<file path="config.mk">
export PLATFORM = sky130hd
export DESIGN_NAME = size_class_block_pool_allocator
export DESIGN_NICKNAME = d
export VERILOG_FILES = /design/src/rtl/scpa_pkg.sv /design/src/rtl/scpa_cmp_unit.sv /design/src/rtl/scpa_ctrl.sv /design/src/rtl/size_class_block_pool_allocator.sv
export VERILOG_INCLUDE_DIRS = /design/src /design/src/rtl
export SDC_FILE = /design/constraint.sdc
export NUM_CORES = 1
export LEC_CHECK = 0
export CORE_ASPECT_RATIO = 0.5
export CORE_MARGIN = 4
export CORE_UTILIZATION = 46
export DETAILED_ROUTE_END_ITERATION = 10
export DONT_BUFFER_PORTS = 1
export GPL_ROUTABILITY_DRIVEN = 0
export RECOVER_POWER = 25
export REMOVE_ABC_BUFFERS = 1
export SLEW_MARGIN = 20
export SYNTH_ARGS = -nofsm -noshare
export SYNTH_HDL_FRONTEND = slang
export SYNTH_SLANG_ARGS = --single-unit
</file>
<file path="constraint.sdc">
create_clock -name clk_i -period 5.25 [get_ports clk_i]
set_input_delay 1.05 -clock clk_i [delete_from_list [all_inputs] [get_ports clk_i]]
set_output_delay 1.05 -clock clk_i [all_outputs]
set_load 0.05 [all_outputs]
</file>
<file path="src/rtl/assert_macros.svh">
// Assertion helpers for the RTL.
`ifndef ASSERT_MACROS_SVH
`define ASSERT_MACROS_SVH

// Check a property on every clock edge outside reset.
`define SCPA_ASSERT(lbl, prop, msg) \
  lbl: assert property (@(posedge clk_i) disable iff (!rst_ni) (prop)) else $error(msg);

// Check that a condition implies a consequence in the following cycle.
`define SCPA_ASSERT_NEXT(lbl, ante, cons, msg) \
  lbl: assert property (@(posedge clk_i) disable iff (!rst_ni) (ante) |=> (cons)) \
    else $error(msg);

`endif

</file>
<file path="src/rtl/scpa_pkg.sv">
package scpa_pkg;

  localparam int BYTES_W     = 16;
  localparam int COUNT_W     = 6;
  localparam int CFG_IDX_W   = 3;
  localparam int CFG_CLASSES = 4;
  localparam int CFG_BYTES_BASE = 0;
  localparam int CFG_COUNT_BASE = 4;
  localparam int PORT_CLASS_W = 2;
  localparam int PORT_SLOT_W  = 5;

  localparam logic [BYTES_W-1:0] BYTES_AT_RESET [8] = '{
    16'd128, 16'd256, 16'd512, 16'd1024, 16'd1024, 16'd1024, 16'd1024, 16'd1024
  };
  localparam logic [COUNT_W-1:0] COUNT_AT_RESET [8] = '{
    6'd10, 6'd5, 6'd20, 6'd8, 6'd0, 6'd0, 6'd0, 6'd0
  };

  typedef enum logic [1:0] {
    ST_OK        = 2'd0,
    ST_TOO_LARGE = 2'd1,
    ST_NO_FREE   = 2'd2,
    ST_BAD_FREE  = 2'd3
  } status_e;

  typedef enum logic {
    CMD_ALLOC = 1'b0,
    CMD_FREE  = 1'b1
  } cmd_e;

  // Operands of the shared compare unit.
  typedef struct packed {
    logic [BYTES_W-1:0] a;
    logic [BYTES_W-1:0] b;
  } cmp_req_t;

  typedef struct packed {
    logic lt;
    logic eq;
  } cmp_rsp_t;

endpackage

</file>
<file path="src/rtl/scpa_cmp_unit.sv">
module scpa_cmp_unit import scpa_pkg::*; (
  input  cmp_req_t req_i,
  output cmp_rsp_t rsp_o
);

  logic [BYTES_W:0] diff;

  // Borrow out of a - b means a < b.
  assign diff      = {1'b0, req_i.a} - {1'b0, req_i.b};
  assign rsp_o.lt  = diff[BYTES_W];
  assign rsp_o.eq  = (diff[BYTES_W-1:0] == '0);

endmodule

</file>
<file path="src/rtl/scpa_ctrl.sv">
module scpa_ctrl import scpa_pkg::*; #(
  parameter int MAX_BLOCKS_PER_CLASS = 32,
  parameter int NUM_CLASSES          = 4,
  localparam int CLS_W  = (NUM_CLASSES > 1) ? $clog2(NUM_CLASSES) : 1,
  localparam int SLOT_W = (MAX_BLOCKS_PER_CLASS > 1) ? $clog2(MAX_BLOCKS_PER_CLASS) : 1,
  localparam int CNT_W  = $clog2(MAX_BLOCKS_PER_CLASS + 1)
) (
  input  logic                     clk_i,
  input  logic                     rst_ni,
  input  logic                     start,
  output logic                     busy,
  input  logic                     cmd_i,
  input  logic [BYTES_W-1:0]       request_bytes_i,
  input  logic [PORT_CLASS_W-1:0]  release_class_i,
  input  logic [PORT_SLOT_W-1:0]   release_slot_i,
  input  logic [BYTES_W-1:0]       class_bytes_i [NUM_CLASSES],
  input  logic [CNT_W-1:0]         usable_i [NUM_CLASSES],
  output logic                     done_o,
  output logic [1:0]               status_o,
  output logic [PORT_CLASS_W-1:0]  granted_class_o,
  output logic [PORT_SLOT_W-1:0]   granted_slot_o
);

`include "assert_macros.svh"

  localparam logic [CLS_W-1:0] TOP_CLS = CLS_W'(NUM_CLASSES - 1);

  typedef enum logic [5:0] {
    S_IDLE  = 6'b000001,
    S_LIMIT = 6'b000010,
    S_CLASS = 6'b000100,
    S_SCAN  = 6'b001000,
    S_FREE  = 6'b010000,
    S_DONE  = 6'b100000
  } state_e;

  state_e state_q, state_d;

  logic                    cmd_q;
  logic [BYTES_W-1:0]      size_q;
  logic [PORT_CLASS_W-1:0] rc_q;
  logic [PORT_SLOT_W-1:0]  rs_q;
  logic [CLS_W-1:0]        cls_q, cls_d;
  logic [CNT_W-1:0]        slot_q, slot_d;
  status_e                 status_q, status_d;
  logic [PORT_CLASS_W-1:0] gcls_q, gcls_d;
  logic [PORT_SLOT_W-1:0]  gslot_q, gslot_d;

  logic [MAX_BLOCKS_PER_CLASS-1:0] flags_q [NUM_CLASSES];

  logic             flag_set, flag_clr;
  logic [CLS_W-1:0] flag_cls;
  logic [SLOT_W-1:0] flag_slot;

  logic             rc_ok;
  logic [CLS_W-1:0] rc_idx;
  logic [SLOT_W-1:0] rs_idx;

  cmp_req_t cmp_req;
  cmp_rsp_t cmp_rsp;

  scpa_cmp_unit u_cmp (
    .req_i (cmp_req),
    .rsp_o (cmp_rsp)
  );

  assign rc_ok  = (32'(rc_q) < NUM_CLASSES);
  assign rc_idx = rc_ok ? CLS_W'(rc_q) : '0;
  assign rs_idx = SLOT_W'(rs_q);

  // Steer the shared compare unit by state.
  always_comb begin
    cmp_req.a = size_q;
    cmp_req.b = class_bytes_i[TOP_CLS];
    unique case (state_q)
      S_CLASS: begin
        cmp_req.b = class_bytes_i[cls_q];
      end
      S_SCAN: begin
        cmp_req.a = BYTES_W'(slot_q);
        cmp_req.b = BYTES_W'(usable_i[cls_q]);
      end
      S_FREE: begin
        cmp_req.a = BYTES_W'(rs_q);
        cmp_req.b = BYTES_W'(usable_i[rc_idx]);
      end
      default: begin
      end
    endcase
  end

  always_comb begin
    state_d   = state_q;
    cls_d     = cls_q;
    slot_d    = slot_q;
    status_d  = status_q;
    gcls_d    = gcls_q;
    gslot_d   = gslot_q;
    flag_set  = 1'b0;
    flag_clr  = 1'b0;
    flag_cls  = cls_q;
    flag_slot = slot_q[SLOT_W-1:0];
    unique case (state_q)
      S_IDLE: begin
        if (start) begin
          status_d = ST_OK;
          gcls_d   = '0;
          gslot_d  = '0;
          cls_d    = '0;
          slot_d   = '0;
          state_d  = (cmd_i == CMD_FREE) ? S_FREE : S_LIMIT;
        end
      end
      S_LIMIT: begin
        // Reject anything above the top class size.
        if (!(cmp_rsp.lt || cmp_rsp.eq)) begin
          status_d = ST_TOO_LARGE;
          state_d  = S_DONE;
        end else begin
          state_d = S_CLASS;
        end
      end
      S_CLASS: begin
        if (cmp_rsp.lt || cmp_rsp.eq || cls_q == TOP_CLS) begin
          state_d = S_SCAN;
        end else begin
          cls_d = cls_q + 1'b1;
        end
      end
      S_SCAN: begin
        if (!cmp_rsp.lt) begin
          status_d = ST_NO_FREE;
          state_d  = S_DONE;
        end else if (!flags_q[cls_q][slot_q[SLOT_W-1:0]]) begin
          flag_set = 1'b1;
          gcls_d   = PORT_CLASS_W'(cls_q);
          gslot_d  = PORT_SLOT_W'(slot_q);
          state_d  = S_DONE;
        end else begin
          slot_d = slot_q + 1'b1;
        end
      end
      S_FREE: begin
        flag_cls  = rc_idx;
        flag_slot = rs_idx;
        if (!rc_ok || !cmp_rsp.lt || !flags_q[rc_idx][rs_idx]) begin
          status_d = ST_BAD_FREE;
        end else begin
          flag_clr = 1'b1;
        end
        state_d = S_DONE;
      end
      S_DONE: begin
        state_d = S_IDLE;
      end
      default: begin
        state_d = S_IDLE;
      end
    endcase
  end

  always_ff @(posedge clk_i or negedge rst_ni) begin
    if (!rst_ni) begin
      state_q <= S_IDLE;
      for (int c = 0; c < NUM_CLASSES; c++) begin
        flags_q[c] <= '0;
      end
    end else begin
      state_q <= state_d;
      if (flag_set) begin
        flags_q[flag_cls][flag_slot] <= 1'b1;
      end
      if (flag_clr) begin
        flags_q[flag_cls][flag_slot] <= 1'b0;
      end
    end
  end

  always_ff @(posedge clk_i) begin
    if (state_q == S_IDLE && start) begin
      cmd_q  <= cmd_i;
      size_q <= request_bytes_i;
      rc_q   <= release_class_i;
      rs_q   <= release_slot_i;
    end
    cls_q    <= cls_d;
    slot_q   <= slot_d;
    status_q <= status_d;
    gcls_q   <= gcls_d;
    gslot_q  <= gslot_d;
  end

  assign busy            = (state_q != S_IDLE);
  assign done_o          = (state_q == S_DONE);
  assign status_o        = status_q;
  assign granted_class_o = gcls_q;
  assign granted_slot_o  = gslot_q;

  `SCPA_ASSERT_NEXT(a_done_pulse, done_o, !done_o, "done held for more than one cycle")
  `SCPA_ASSERT_NEXT(a_start_busy, start && !busy, busy, "request taken but block not busy")
  `SCPA_ASSERT(a_grant_flag,
    !(done_o && status_q == ST_OK && cmd_q == CMD_ALLOC) || flags_q[cls_q][slot_q[SLOT_W-1:0]],
    "granted block not marked allocated")
  `SCPA_ASSERT(a_fail_zero,
    !(done_o && status_q != ST_OK) || (gcls_q == '0 && gslot_q == '0),
    "failed request carries a nonzero handle")

endmodule

</file>
<file path="src/rtl/size_class_block_pool_allocator.sv">
// Channel   | Signals                                              | Handshake
// ----------|------------------------------------------------------|-------------------------
// request   | cmd_i, request_bytes_i, release_class_i, release_slot_i | start && !busy
// result    | status_o, granted_class_o, granted_slot_o            | done_o, one cycle
// config    | cfg_idx_i, cfg_wdata_i                               | cfg_we_i
//
// Free or oversize allocate: S_FREE or S_LIMIT, then S_DONE with done_o.
// Allocate: S_LIMIT, k class compares (1..NUM_CLASSES) and s slot probes
// (1..usable count + 1), all through the one shared comparator, then S_DONE.
// busy covers the done_o cycle too; the next request is taken in the cycle after.
// done_o is never stalled, the receiver must take it in that cycle.
// Reset clears every allocated flag and loads the default class sizes/counts.
module size_class_block_pool_allocator import scpa_pkg::*; #(
  parameter int MAX_BLOCKS_PER_CLASS = 32,
  parameter int NUM_CLASSES          = 4
) (
  input  logic                    clk_i,
  input  logic                    rst_ni,
  input  logic                    start,
  output logic                    busy,
  input  logic                    cmd_i,
  input  logic [BYTES_W-1:0]      request_bytes_i,
  input  logic [PORT_CLASS_W-1:0] release_class_i,
  input  logic [PORT_SLOT_W-1:0]  release_slot_i,
  output logic                    done_o,
  output logic [1:0]              status_o,
  output logic [PORT_CLASS_W-1:0] granted_class_o,
  output logic [PORT_SLOT_W-1:0]  granted_slot_o,
  input  logic                    cfg_we_i,
  input  logic [CFG_IDX_W-1:0]    cfg_idx_i,
  input  logic [BYTES_W-1:0]      cfg_wdata_i
);

  localparam int CNT_W = $clog2(MAX_BLOCKS_PER_CLASS + 1);

  // Class size and count registers; only the first four classes are writable.
  logic [BYTES_W-1:0] class_bytes_q [NUM_CLASSES];
  logic [COUNT_W-1:0] class_count_q [NUM_CLASSES];
  logic [CNT_W-1:0]   usable        [NUM_CLASSES];

  always_ff @(posedge clk_i or negedge rst_ni) begin
    if (!rst_ni) begin
      for (int c = 0; c < NUM_CLASSES; c++) begin
        class_bytes_q[c] <= BYTES_AT_RESET[c];
        class_count_q[c] <= COUNT_AT_RESET[c];
      end
    end else if (cfg_we_i) begin
      for (int c = 0; c < NUM_CLASSES; c++) begin
        if (c < CFG_CLASSES && 32'(cfg_idx_i) == CFG_BYTES_BASE + c) begin
          class_bytes_q[c] <= cfg_wdata_i;
        end
        if (c < CFG_CLASSES && 32'(cfg_idx_i) == CFG_COUNT_BASE + c) begin
          class_count_q[c] <= cfg_wdata_i[COUNT_W-1:0];
        end
      end
    end
  end

  // Clamp each count to the slots that physically exist.
  always_comb begin
    for (int c = 0; c < NUM_CLASSES; c++) begin
      if ({1'b0, class_count_q[c]} > (COUNT_W+1)'(MAX_BLOCKS_PER_CLASS)) begin
        usable[c] = CNT_W'(MAX_BLOCKS_PER_CLASS);
      end else begin
        usable[c] = CNT_W'(class_count_q[c]);
      end
    end
  end

  // Sequence each request through the shared comparator.
  scpa_ctrl #(
    .MAX_BLOCKS_PER_CLASS (MAX_BLOCKS_PER_CLASS),
    .NUM_CLASSES          (NUM_CLASSES)
  ) u_ctrl (
    .clk_i           (clk_i),
    .rst_ni          (rst_ni),
    .start           (start),
    .busy            (busy),
    .cmd_i           (cmd_i),
    .request_bytes_i (request_bytes_i),
    .release_class_i (release_class_i),
    .release_slot_i  (release_slot_i),
    .class_bytes_i   (class_bytes_q),
    .usable_i        (usable),
    .done_o          (done_o),
    .status_o        (status_o),
    .granted_class_o (granted_class_o),
    .granted_slot_o  (granted_slot_o)
  );

endmodule

</file>
==> results by group <==
Status
  • Result of the run: complete, no violations

Run
  • Total of max-cap violations: 0

Yosys
  • Most used flip-flop cell after synthesis: sky130_fd_sc_hd__dfrtp_1
  • Share of async-settable or async-resettable flops after synthesis: between 80% and 90%
  • Number of unique standard cell types used by synthesis: 70
  • Count of state elements after synthesis: between 200 and 300
  • Most numerous cell types in the synthesized netlist: sky130_fd_sc_hd__dfrtp_1, sky130_fd_sc_hd__a21oi_1, sky130_fd_sc_hd__a41oi_1
  • Post-Syn Area per Cell: between 10 and 15 um2
  • Dominant cell type by area after synthesis: sky130_fd_sc_hd__dfrtp_1
  • Area share of the leading cell type in the synthesized netlist: 35.0%
  • Synthesized netlist cell count: between 1000 and 1500
  • Portion of the post-synthesis area used by sequential elements: a little under half
  • EDFF count, synth: 40
  • Top post-synthesis cells by area: sky130_fd_sc_hd__dfrtp_1, sky130_fd_sc_hd__mux4_2, sky130_fd_sc_hd__edfxtp_1
  • Synth Warn #: 0
  • Area of the mapped netlist: between 15000 and 20000 um2
  • Most frequently used cell type in the post-synthesis netlist: sky130_fd_sc_hd__dfrtp_1

Floorplanning
  • Starting density of the core: 47.0%
  • Top-Level Pins: 58
  • Die Y: roughly 140 um
  • Die Outline Area: about 36000 um2
  • Core Rows: 46
  • Die W: around 260 um
  • Area of the core: between 30000 and 40000 um2

STA
  • Fmax: roughly 0.22 GHz
  • Crit path time final: 4.58 ns
  • Headroom to the max-slew limit: 26.1%
  • Setup-violating endpoint count in the final report: 0
  • Transition at the pin with the smallest max-transition slack: between 1 and 1.5 ns
  • Worst clock skew on the final layout: approximately 0.014 ns
  • Post-route worst setup slack: 0.670 ns
  • Final Hold Fails: 0
  • Max-slew violations: 0
  • Portion of the clock cycle consumed by the worst path in the final layout: 87.2%
  • Setup repair after global routing missed its margin: no

Pwr
  • Switching power as a share of total power: between 30 and 40%
  • Pwr Density: approximately 410 nW/um2
  • Combinational share of power: 31.7%
  • Portion of total power attributed to sequential cells: around two fifths
  • Highest ir drop seen on vdd: around 320 uV
  • Switching power of the nets: 2440 uW
  • Reported leakage power: between 0.006 and 0.007 uW
  • Relative contribution of the clock network to total power: about 30%
  • Internal: about 4300 uW
  • Total Power: roughly 6800 uW

Clock tree
  • Latest clock arrival within the worst-skew pair: 0.57 ns
  • Maximum buffer depth of the clock tree: 3
  • Clock tree from TritonCTS: built
  • Clock root buffer: sky130_fd_sc_hd__clkbuf_16
  • Hold_buf cts: 0
  • # resized after CTS: 0
  • Clock transition at the registers of the reported paths: ~0.07 ns
  • Number of clock buffers inserted by TritonCTS: 27
  • Number of buffers added for setup after CTS: 0
  • Number of levels in the clock H-tree: 1
  • Clock sink total: approximately 260

Detailed routing
  • Average routed wire per standard cell: about 25 um
  • DR DRC count: 0
  • Detailed-routing iteration count for the pre-antenna-repair pass: 5
  • Iter 0 DRT Violations: 1340
  • DR vias: 11600
  • Antenna violation net count after detailed routing: 0
  • Post-Route WL: between 40000 and 50000 um
  • Vias per cell: approximately 7

Cells and area
  • Seq. cell area: slightly below 7000 um2
  • Area of combinational cells with multiple inputs: around 7800 um2
  • Area growth from synthesis to final layout: 9.17%
  • Post-layout instance area: 16400 um2
  • Fraction of final layout cells sized beyond drive strength 1: between 20% and 30%
  • Filler-free cell count of the finished design: ~1700
  • Fill cells: about 2800
  • Total Nets Final: 1309

Critical path
  • Destination of the worst register-to-register timing path: u_ctrl.status_o[1]$_DFFE_PP_
  • R2R cell count: 18
  • Type of destination of the critical path: flip-flop
  • Arrival time at the worst endpoint: 4.80 ns
  • CP startpoint kind: flip-flop
  • Crit Path Class: flip-flop to flip-flop
  • Worst reg2reg path startpoint: u_ctrl.state_q[1]$_DFFE_PN0P_
  • Max Fanout on Critical Path: 8
  • Flop-to-flop setup slack: ~0.67 ns
  • Req. time, crit path: 5.47 ns

Placed design
  • Post-placement worst setup slack: between 0.7 and 0.8 ns
  • Post-DP HPWL: between 20000 and 30000 um
  • Number of I/O port buffers: 0
  • Placed cells: around 1600
  • Total cell area at the placement stage: 15500 um2

GRT
  • Pin count of the biggest net entering global routing: 223
  • First-pass GRT wire length: between 60000 and 70000 um
  • Total global routing track utilization: between 20% and 30%
  • Initial antenna violation count: 1
  • Remaining Overflow, GRT: 0
  • Via count of the first global-routing pass: 11700

Min path
  • Hold/Removal Path Class: input port to asynchronous set/reset pin
[metal layers]
layer  part of all wire [%]  GRT usage [%]  routed length (um)
met5                      0              0                   0
met4                    2.8           7.81                1180
met3                    7.9           4.74                3350
met2                     47           38.4               20000
met1                     42           33.0               18100
[layout by cell type, fill, tap and decap left out, types with 5 or more instances in the layout]
| cell type | netlist | layout |
|---|---|---|
| sky130_fd_sc_hd__mux2_1 | 8 | 8 |
| sky130_fd_sc_hd__nand2b_1 | 21 | 21 |
| sky130_fd_sc_hd__o22ai_1 | 8 | 8 |
| sky130_fd_sc_hd__nand3_1 | 11 | 11 |
| sky130_fd_sc_hd__clkbuf_16 | 0 | 27 |
| sky130_fd_sc_hd__o211ai_1 | 17 | 17 |
| sky130_fd_sc_hd__nor2_1 | 63 | 63 |
| sky130_fd_sc_hd__nor3b_2 | 4 | 5 |
| sky130_fd_sc_hd__clkinv_2 | 0 | 7 |
| sky130_fd_sc_hd__inv_1 | 16 | 16 |
| sky130_fd_sc_hd__a31oi_1 | 12 | 9 |
| sky130_fd_sc_hd__mux2_2 | 91 | 91 |
| sky130_fd_sc_hd__dfstp_2 | 12 | 12 |
| sky130_fd_sc_hd__and2_1 | 7 | 7 |
| sky130_fd_sc_hd__buf_4 | 7 | 37 |
| sky130_fd_sc_hd__a21oi_1 | 162 | 162 |
| sky130_fd_sc_hd__nor3b_1 | 11 | 6 |
| sky130_fd_sc_hd__nor2b_1 | 16 | 16 |
| sky130_fd_sc_hd__mux2i_1 | 20 | 20 |
| sky130_fd_sc_hd__or3_1 | 5 | 5 |
| sky130_fd_sc_hd__edfxtp_1 | 40 | 40 |
| sky130_fd_sc_hd__nand3b_1 | 5 | 5 |
| sky130_fd_sc_hd__ha_1 | 18 | 18 |
| sky130_fd_sc_hd__nand2_1 | 42 | 42 |
| sky130_fd_sc_hd__nor4_1 | 6 | 6 |
| sky130_fd_sc_hd__nor3_1 | 17 | 15 |
| sky130_fd_sc_hd__and3_1 | 24 | 24 |
| sky130_fd_sc_hd__o21ai_0 | 32 | 32 |
| sky130_fd_sc_hd__a41oi_1 | 129 | 129 |
| sky130_fd_sc_hd__mux4_2 | 83 | 83 |
| sky130_fd_sc_hd__xor2_1 | 7 | 7 |
| sky130_fd_sc_hd__or2_2 | 5 | 5 |
| sky130_fd_sc_hd__dfrtp_1 | 210 | 210 |
[critical path, cell delays in order, from the launching register on]
cell and delay [ns]:
sky130_fd_sc_hd__dfrtp_1 0.41, sky130_fd_sc_hd__nor2_1 0.20, sky130_fd_sc_hd__nand2_1 0.12, sky130_fd_sc_hd__nor3b_1 0.26, sky130_fd_sc_hd__nor2_1 0.10, sky130_fd_sc_hd__inv_1 0.18
sky130_fd_sc_hd__o221ai_1 0.14, sky130_fd_sc_hd__o21ai_0 0.09, sky130_fd_sc_hd__a21oi_1 0.09, sky130_fd_sc_hd__ha_1 0.25, sky130_fd_sc_hd__fa_1 0.46, sky130_fd_sc_hd__nand2b_1 0.18
sky130_fd_sc_hd__a21oi_1 0.27, sky130_fd_sc_hd__o21a_1 0.23, sky130_fd_sc_hd__o21bai_1 0.09, sky130_fd_sc_hd__a21oi_1 0.25, sky130_fd_sc_hd__or2_2 0.34, sky130_fd_sc_hd__o21ai_1 0.15
sky130_fd_sc_hd__a211oi_1 0.41
[power groups by stage]
| stage | Combinational, uW | Clock [uW] | Sequential (uW) |
|---|---|---|---|
| 2_1_floorplan | 1400 | 0 | 2680 |
| 3_3_place_gp | 2070 | 0 | 2640 |
| 3_5_place_dp | 2120 | 0 | 2650 |
| 4_1_cts | 2120 | 2050 | 2610 |
| 5_1_grt | 2330 | 2140 | 2640 |
| 6_report | 2140 | 2000 | 2610 |
[flip-flops by register name, summed over array words and instances, names as in the netlist]
register / cells
class_count_q: 24
u_ctrl.state_q: 6
class_bytes_q: 64
u_ctrl.granted_slot_o: 5
u_ctrl.flags_q: 128
u_ctrl.slot_q: 6
u_ctrl.cls_q: 2
u_ctrl.rs_idx: 5
u_ctrl.size_q: 16
u_ctrl.rc_idx: 2
u_ctrl.status_o: 2
u_ctrl.granted_class_o: 2
[final cells by class]
cell class	count	area share, %
inverters	18	0.412
well taps	432	3.30
clock inverters	17	1.11
multi-input cells	894	47.4
diodes	1	0.0153
clock buffers	33	4.46
flip-flops and latches	262	41.3
repair buffers	40	2.03
[cells by family (layout without fill, tap and decap cells)]
kind of cell | count (synthesis) | count (layout) | synth area share, %
flip-flops | 262 | 262 | 45.1
buffers and inverters | 131 | 108 | 3.93
other | 0 | 1 | 0
adder cells (fa/ha/maj) | 19 | 19 | 1.63
AND/OR/NAND/NOR | 250 | 250 | 8.87
AO/OA/AOI/OAI | 413 | 413 | 18.7
XOR/XNOR | 10 | 10 | 0.583
multiplexers | 202 | 202 | 21.2
[stage by stage]
step | utilization, % | hold slack, ns | TNS (ns)
2_1_floorplan | - | 0.471 | -767.19
3_3_place_gp | 48.4 | 0.483 | 0
3_5_place_dp | 48.4 | 0.488 | 0
4_1_cts | 51.3 | 0.154 | 0
5_1_grt | 51.4 | 0.143 | 0
6_report | 51.4 | 0.174 | 0
[how the worst max path moves through the flow]
stage          cells after the start  slack [ns]                      endpoint                          start
3_3_place_gp                      18        0.82  u_ctrl.status_o[1]$_DFFE_PP_  u_ctrl.state_q[1]$_DFFE_PN0P_
3_5_place_dp                      18        0.74  u_ctrl.status_o[0]$_DFFE_PP_  u_ctrl.state_q[1]$_DFFE_PN0P_
2_1_floorplan                     14       -5.85   u_ctrl.flags_q[0]$_DFF_PN0_  u_ctrl.cls_q[0]$_SDFFCE_PN0P_
4_1_cts                           18        0.70  u_ctrl.status_o[1]$_DFFE_PP_  u_ctrl.state_q[1]$_DFFE_PN0P_
5_1_grt                           18        0.17  u_ctrl.status_o[0]$_DFFE_PP_  u_ctrl.state_q[1]$_DFFE_PN0P_
6_report                          18        0.67  u_ctrl.status_o[1]$_DFFE_PP_  u_ctrl.state_q[1]$_DFFE_PN0P_
Power figures use the tool's default switching activity.
